==> src/rtl/nfc_pkg.sv <==
// Types and constants of the flow cache.
// Used by nfc_ctrl, nfc_dp and netflow_flow_cache.
package nfc_pkg;

  localparam logic [15:0] ETH_IPV4   = 16'h0800;
  localparam logic [7:0]  PROTO_ICMP = 8'd1;
  localparam logic [7:0]  PROTO_TCP  = 8'd6;
  localparam logic [7:0]  PROTO_UDP  = 8'd17;
  localparam logic [7:0]  FLAG_CLOSE = 8'h05;  // FIN | RST
  localparam int          MS_PER_S   = 1000;

  localparam int CFG_IDX_W  = 2;
  localparam int CFG_DATA_W = 12;
  localparam logic [CFG_IDX_W-1:0] CFG_ACTIVE   = 2'd0;
  localparam logic [CFG_IDX_W-1:0] CFG_INACTIVE = 2'd1;
  localparam logic [CFG_IDX_W-1:0] CFG_MAXF     = 2'd2;

  localparam logic [11:0] ACT_RST   = 12'd60;
  localparam logic [11:0] INACT_RST = 12'd10;
  localparam logic [5:0]  MAXF_RST  = 6'd32;

  localparam int KEY_W = 104;

  typedef struct packed {
    logic [31:0] src_addr;
    logic [31:0] dst_addr;
    logic [15:0] src_port;
    logic [15:0] dst_port;
    logic [7:0]  protocol;
    logic [7:0]  tos;
    logic [7:0]  flags;
    logic [31:0] packets;
    logic [31:0] octets;
    logic [31:0] first_ms;
    logic [31:0] last_ms;
  } flow_t;

  typedef enum logic [1:0] {SM_OLD, SM_MARK, SM_KEY, SM_MATCH} scan_mode_t;
  typedef enum logic [1:0] {PH_EVICT, PH_SWEEP, PH_CLOSE} phase_t;
  typedef enum logic [2:0] {
    S_IDLE, S_PREP, S_SCAN, S_DECIDE, S_EMIT_RD, S_EMIT_LD, S_WRITE, S_FINISH
  } state_t;

  typedef struct packed {
    logic       capture;
    logic       prep;
    logic       scan_clr;
    logic       scan_eval;
    scan_mode_t mode;
    logic       write;
    logic       emit_rd;
    logic       emit_ld;
    logic       finish;
  } cmd_t;

  typedef struct packed {
    logic is_flush;
    logic drop;
    logic need_evict;
    logic found;
    logic closes;
    logic out_free;
  } sts_t;

  function automatic logic [KEY_W-1:0] flow_key(input flow_t f);
    return {f.src_addr, f.dst_addr, f.src_port, f.dst_port, f.protocol};
  endfunction

endpackage

==> src/rtl/nfc_ctrl.sv <==
// Sequencer of the flow cache: scans, exports and the table update.
// Depends on nfc_pkg.
module nfc_ctrl #(
  parameter int DEPTH = 32,
  parameter int IW    = 5,
  parameter int CW    = 6
) (
  input  logic              clk,
  input  logic              rst_n,
  input  logic              in_valid,
  output logic              in_ready,
  input  nfc_pkg::sts_t     sts,
  output nfc_pkg::cmd_t     cmd,
  output logic [IW-1:0]     scan_addr
);

  nfc_pkg::state_t     state_r, state_nxt;
  nfc_pkg::scan_mode_t mode_r, mode_nxt;
  nfc_pkg::phase_t     phase_r, phase_nxt;
  logic [CW-1:0]       cnt_r, cnt_nxt;

  assign scan_addr = cnt_r[IW-1:0];

  always_ff @(posedge clk) begin
    if (!rst_n) begin
      state_r <= nfc_pkg::S_IDLE;
      mode_r  <= nfc_pkg::SM_OLD;
      phase_r <= nfc_pkg::PH_EVICT;
      cnt_r   <= '0;
    end else begin
      state_r <= state_nxt;
      mode_r  <= mode_nxt;
      phase_r <= phase_nxt;
      cnt_r   <= cnt_nxt;
    end
  end

  always_comb begin
    state_nxt = state_r;
    mode_nxt  = mode_r;
    phase_nxt = phase_r;
    cnt_nxt   = cnt_r;
    in_ready  = 1'b0;
    cmd       = '0;
    cmd.mode  = mode_r;
    case (state_r)
      nfc_pkg::S_IDLE: begin
        in_ready = 1'b1;
        if (in_valid) begin
          cmd.capture = 1'b1;
          state_nxt   = nfc_pkg::S_PREP;
        end
      end
      nfc_pkg::S_PREP: begin
        cmd.prep     = 1'b1;
        cmd.scan_clr = 1'b1;
        cnt_nxt      = '0;
        if (sts.is_flush) begin
          phase_nxt = nfc_pkg::PH_SWEEP;
          mode_nxt  = nfc_pkg::SM_KEY;
          state_nxt = nfc_pkg::S_SCAN;
        end else if (sts.drop) begin
          state_nxt = nfc_pkg::S_FINISH;
        end else if (sts.need_evict) begin
          mode_nxt  = nfc_pkg::SM_OLD;
          state_nxt = nfc_pkg::S_SCAN;
        end else begin
          mode_nxt  = nfc_pkg::SM_MARK;
          state_nxt = nfc_pkg::S_SCAN;
        end
      end
      nfc_pkg::S_SCAN: begin
        // read issued at cnt, evaluated in the following cycle
        cmd.scan_eval = (cnt_r != '0);
        cnt_nxt       = cnt_r + 1'b1;
        if (cnt_r == CW'(DEPTH)) begin
          state_nxt = nfc_pkg::S_DECIDE;
        end
      end
      nfc_pkg::S_DECIDE: begin
        cnt_nxt = '0;
        case (mode_r)
          nfc_pkg::SM_OLD: begin
            if (sts.found) begin
              phase_nxt = nfc_pkg::PH_EVICT;
              state_nxt = nfc_pkg::S_EMIT_RD;
            end else begin
              cmd.scan_clr = 1'b1;
              mode_nxt     = nfc_pkg::SM_MARK;
              state_nxt    = nfc_pkg::S_SCAN;
            end
          end
          nfc_pkg::SM_MARK: begin
            cmd.scan_clr = 1'b1;
            phase_nxt    = nfc_pkg::PH_SWEEP;
            mode_nxt     = nfc_pkg::SM_KEY;
            state_nxt    = nfc_pkg::S_SCAN;
          end
          nfc_pkg::SM_KEY: begin
            if (sts.found) begin
              phase_nxt = nfc_pkg::PH_SWEEP;
              state_nxt = nfc_pkg::S_EMIT_RD;
            end else if (sts.is_flush) begin
              state_nxt = nfc_pkg::S_FINISH;
            end else begin
              cmd.scan_clr = 1'b1;
              mode_nxt     = nfc_pkg::SM_MATCH;
              state_nxt    = nfc_pkg::S_SCAN;
            end
          end
          default: begin
            state_nxt = nfc_pkg::S_WRITE;
          end
        endcase
      end
      nfc_pkg::S_WRITE: begin
        cmd.write = 1'b1;
        if (sts.closes) begin
          phase_nxt = nfc_pkg::PH_CLOSE;
          state_nxt = nfc_pkg::S_EMIT_RD;
        end else begin
          state_nxt = nfc_pkg::S_FINISH;
        end
      end
      nfc_pkg::S_EMIT_RD: begin
        if (sts.out_free) begin
          cmd.emit_rd = 1'b1;
          state_nxt   = nfc_pkg::S_EMIT_LD;
        end
      end
      nfc_pkg::S_EMIT_LD: begin
        cmd.emit_ld = 1'b1;
        cnt_nxt     = '0;
        case (phase_r)
          nfc_pkg::PH_EVICT: begin
            cmd.scan_clr = 1'b1;
            mode_nxt     = nfc_pkg::SM_MARK;
            state_nxt    = nfc_pkg::S_SCAN;
          end
          nfc_pkg::PH_SWEEP: begin
            cmd.scan_clr = 1'b1;
            mode_nxt     = nfc_pkg::SM_KEY;
            state_nxt    = nfc_pkg::S_SCAN;
          end
          default: begin
            state_nxt = nfc_pkg::S_FINISH;
          end
        endcase
      end
      nfc_pkg::S_FINISH: begin
        if (sts.out_free) begin
          cmd.finish = 1'b1;
          state_nxt  = nfc_pkg::S_IDLE;
        end
      end
      default: begin
        state_nxt = nfc_pkg::S_IDLE;
      end
    endcase
  end

endmodule

==> config.mk <==
export PLATFORM = sky130hd
export DESIGN_NAME = nfc_ctrl
export DESIGN_NICKNAME = d
export VERILOG_FILES = /design/src/rtl/nfc_pkg.sv /design/src/rtl/nfc_ctrl.sv
export SDC_FILE = /design/constraint.sdc
export NUM_CORES = 1
export LEC_CHECK = 0
export BUFFER_PORTS_ARGS = -buffer_cell sky130_fd_sc_hd__buf_2
export CORE_UTILIZATION = 58
export CTS_CLUSTER_SIZE = 16
export DETAILED_ROUTE_END_ITERATION = 12
export PLACE_DENSITY = 0.92
export SETUP_SLACK_MARGIN = 0.15
export SKIP_LAST_GASP = 1
export SYNTH_ARGS = -nofsm -noshare
export SYNTH_HDL_FRONTEND = slang
export SYNTH_SLANG_ARGS = --single-unit
==> constraint.sdc <==
create_clock -name clk -period 2.6 [get_ports clk]
set_input_delay 0.52 -clock clk [delete_from_list [all_inputs] [get_ports clk]]
set_output_delay 0.52 -clock clk [all_outputs]
set_load 0.005 [all_outputs]
## Word-level counts from Yosys, hierarchy flattened

Cells that the tools add are included.

| cells by class | value |
|---|---|
| add/sub/neg operators | 1 |
| equal/unequal tests | 25 |
| multiplexer cells | 45 |
| reductions and logical operators | 12 |

Operator list:

| operator | count |
|---|---|
| two-way mux 3 bit | 10 |
| case mux 2 bit (3 select lines) | 4 |
| case mux 3 bit (8 select lines) | 1 |
| two-way mux 2 bit | 10 |
| != test 3 bit, second input constant | 6 |
| two-way mux 1 bit | 15 |
| equality test 3 bit, second input constant | 4 |
| != test 2 bit, second input constant | 6 |
| case mux 6 bit (2 select lines) | 1 |
| case mux 3 bit (3 select lines) | 1 |
| AND reduction 7 bit | 1 |
| adder 6 x 1 -> 6 bit, second input constant | 1 |
| equality test 3 x 2 -> 1 bit, second input constant | 2 |
| equality test 6 bit, second input constant | 1 |
| case mux 1 bit (3 select lines) | 2 |
| AND reduction 6 bit | 1 |
| nonzero test 3 bit | 2 |
| nonzero test 6 bit | 1 |
| equality test 2 x 1 -> 1 bit, second input constant | 2 |
| logical NOT 2 bit | 2 |
| != test 4 x 1 -> 1 bit, second input constant | 1 |
| case mux 2 bit (2 select lines) | 1 |
| AND reduction 4 bit | 1 |
| equality test 3 x 1 -> 1 bit, second input constant | 1 |
| 6 further kinds | 6 |

| storage, ports and cells | value |
|---|---|
| register bits | 13 |
| input bits | 9 |
| output and inout port bits | 16 |

## Logic depth before layout (Yosys ltp)

| logic depth | value |
|---|---|
| word-level depth | 4 |
| depth in mapped cells | 6 |

## Least setup slack after synthesis

OpenSTA, ideal clock, no wires.

| timing path | value |
|---|---|
| kind | register -> register |
| start point | register mode_r[0] |
| end point | register mode_r[1] |
| setup time | 124 ps |
| data arrival time | 1582 ps |
| slack | 894 ps |
| cell stages (with the launch flop) | 7 |
| clock period less this slack | 1706 ps |
| cells stage by stage | dfxtp_1 inv_1 ha_1 o21a_1 nor4_1 or2_2 a31oi_1 |

| on the way | value |
|---|---|
| longest elaborated chain between the ends | 3 |
| elaborated cells on any way between the ends | 10 |
| those cells by class | eq/ne: 6; mux: 2; reduce/logical: 2 |

RTL lines:

| item | line | source |
|---|---|---|
| from (decl) | nfc_ctrl.sv:18 | `nfc_pkg::scan_mode_t mode_r, mode_nxt;` |
| from (signal assigned) | nfc_ctrl.sv:27 | `mode_r <= nfc_pkg::SM_OLD;` |
| from (signal assigned) | nfc_ctrl.sv:32 | `mode_r <= mode_nxt;` |
| equality test 2 bit (tied with other cells) | nfc_ctrl.sv:82 | `case (mode_r)` |
| case mux 2 bit (3 select lines) (tied with other cells) | nfc_ctrl.sv:82 |  |
| case mux 2 bit (3 select lines) or AND reduction 7 bit (tied branches) | -- |  |

Several ways; a longest one is shown, not always the timed one.
A chain may end at the register's enable or synchronous reset.

==> metrics <==
status finished, final reports clean; synth-to-layout area growth 7.25%; fmax 438 MHz; Register Area between 200 and 300 um2; Psw about 250 uW; critical path's top delay family flip-flops; Yosys top cell by area dfxtp_1; CP Cell Sequence nand2_1, nor2_1, buf_2; layout cells sized above 1 18.5%; combinational power share 38.0%; Cell Count, Final, Fillers Out 200; dpl hpwl around 2000 um; via-per-instance ratio 6.10; Slew @ Worst Pin 0.862 ns; worst skew pair latency between 0.2 and 0.3 ns; clock buffer count from CTS 3; top cells by area, synth dfxtp_1, ha_1, nand2_1, nor2b_1, nor2_1; Required @ worst endpoint around 2.1 ns; Detailed Route WL ~2800 um; DP Worst Slack 0.662 ns; setup TNS 0 ns; Core Region just under 2000 um2; Clock Skew about 0.0018 ns; post-synth top area share 21.8%; clock share of power 19.5%; Post-Syn Area around 1200 um2; final worst-path setup slack 0.317 ns; Switching Fraction 39.4%; Slew headroom 42.5%; Total GRT Usage 26.9%; first-pass GRT wire length 4280 um; YS warnings 0; fin crit share around 88%; Slew Limit Fails 0; Filler cells 172; die height 47.3 um; Buffers & Inverters on Critical Path 1; Worst path slowest cell dfxtp_1; WL/cell 13.9 um; # setup viols final 0; hold-fix buffers at CTS 0; Finished Cell Area 1280 um2; vias in the first global route 940; Max Cap Viol 0; Site Rows 16; P per Cell Area 502 nW/um2; sequential share of power 42.5%; clk sinks 13; Syn Area/Cell 7.40 um2; Port Buffers 24; Worst Path Arrival 1.76 ns; Lkg Pwr 0.542 nW; total power 642 uW; H-tree lvl count 1; Longest Clk Path Bufs 2; CTS tree done; DIE AREA between 2000 and 2500 um2; GR Overflow Total 0; CP startpoint kind register; CTS clk-pin slew, worst paths approximately 0.080 ns; 1st-pass router iterations 4; Synth Flop Type dfxtp_1; area post-placement 1250 um2; library cells used by synthesis 45; Die W 47.3 um; largest net degree at the start of global routing 30; initial antenna violation count 0; gp weighted congestion 0.836; Crit Path Class register to output port; Internal Dissipation 389 uW; Initial Util 61.3%; Hold Fails Final Rpt 0; asr flop ratio synth 0%; syn nets 177; #FFs+latches synth 13; crit path capture type output port; CTS Root Cell clkbuf_4; total setup buffers inserted after CTS 0; min Tclk post-route 2.28 ns; via count 1220; CP max FO 29; Worst path max stage delay just under 0.9 ns; post-CTS sizing 0; Post-route DRC 0; number of flops mapped to enable cells by yosys 0; sequential share of the synthesized area a little over a fifth; multi-input logic area 803 um2; I/O pins 25; 1st-iter DRT viols 63; DP Cell Count roughly 200; Hold Path Class register to register; NumNets Final between 150 and 200; Post-Syn Instances 161; final antenna-violating net count 0; RSZ-0062 raised after global routing no; antenna diode count 0; peak supply drop 0.000342 V
[kinds of logic (layout without fill, tap and decap cells)]
| family | Yosys count | in the layout | synth area share (%) |
|---|---|---|---|
| compound gates | 44 | 44 | 27.3 |
| mux | 2 | 2 | 1.68 |
| simple gates | 71 | 71 | 31.1 |
| buf+inv | 24 | 36 | 10.7 |
| flops | 13 | 13 | 21.8 |
| fa+ha+maj | 7 | 7 | 7.35 |
[tightest hold or removal path, delay by kind of cell, from the launching register on]
kind / cells / cell delay (ns)
flip-flops: 1 / 0.32
multiplexers: 1 / 0.06
AND/OR/NAND/NOR: 1 / 0.05
[power by group through the flow]
stage / Combinational, mW / Sequential, mW / Clock (mW)
final: 0.244 / 0.273 / 0.125
after global routing: 0.271 / 0.277 / 0.141
after CTS: 0.242 / 0.271 / 0.127
after detailed placement: 0.240 / 0.276 / 0
after global placement: 0.232 / 0.273 / 0
after floorplan: 0.218 / 0.235 / 0
[routing by layer]
metal | routed length, um | track usage [%]
met1 | 1260 | 40.0
met2 | 1340 | 40.3
met3 | 160 | 3.85
met4 | 27 | 6.29
met5 | 0 | 0
[final cells by class]
cell class              count  share of cell area (%)
multi-input cells         124                    62.9
flip-flops and latches     13                    20.4
repair buffers             25                    9.99
well taps                  27                    2.64
clock buffers               4                    2.06
inverters                   7                    2.06
[registers in the layout, summed over array words and instances (netlist names)]
name / count
cnt_r: 6
phase_r: 2
state_r: 3
mode_r: 2
[through the flow]
step / hold WS (ns) / utilization [%]
after floorplan: 0.430 / -
after global placement: 0.441 / 64.4
after detailed placement: 0.463 / 64.4
after CTS: 0.474 / 65.8
after global routing: 0.520 / 65.8
final: 0.471 / 65.8
[final timing paths]
path | start | cells after the start | slack [ns] | to
setup / recovery | state_r[2]$_SDFFE_PN0P_ | 3 | 0.32 | cmd[1]
hold / removal | phase_r[0]$_SDFFE_PN0P_ | 2 | 0.47 | phase_r[0]$_SDFFE_PN0P_
setup reg to reg | state_r[2]$_SDFFE_PN0P_ | 4 | 0.58 | mode_r[0]$_SDFFE_PN0P_
hold reg to reg | phase_r[0]$_SDFFE_PN0P_ | 2 | 0.47 | phase_r[0]$_SDFFE_PN0P_
[cell usage after synthesis, types with 6 or more instances]
library cell and count:
nor3_1 6, dfxtp_1 13, inv_1 7, nor2_1 13, a21oi_1 6, ha_1 7
buf_4 6, nand2b_1 6, nand2_1 17, buf_2 6, nor2b_1 9
[layout by cell type (no fill, tap or decap), drive strengths merged, types with 2 or more instances in the layout]
| cell | instances |
|---|---|
| buf | 25 |
| nand2 | 17 |
| nor2 | 13 |
| dfxtp | 13 |
| nor2b | 9 |
| inv | 7 |
| ha | 7 |
| nand2b | 6 |
| a21oi | 6 |
| nor3 | 6 |
| o21ai | 4 |
| and3 | 4 |
| o21a | 4 |
| o31ai | 4 |
| clkbuf | 4 |
| nand4 | 3 |
| nand3 | 3 |
| and2 | 2 |
| or2 | 2 |
| o22ai | 2 |
| a21boi | 2 |
| o2bb2ai | 2 |
| nor3b | 2 |
| mux2i | 2 |
| nand3b | 2 |
| a22oi | 2 |
| a31oi | 2 |
| a32oi | 2 |
| a22o | 2 |
(Power assumes the default switching activity.)
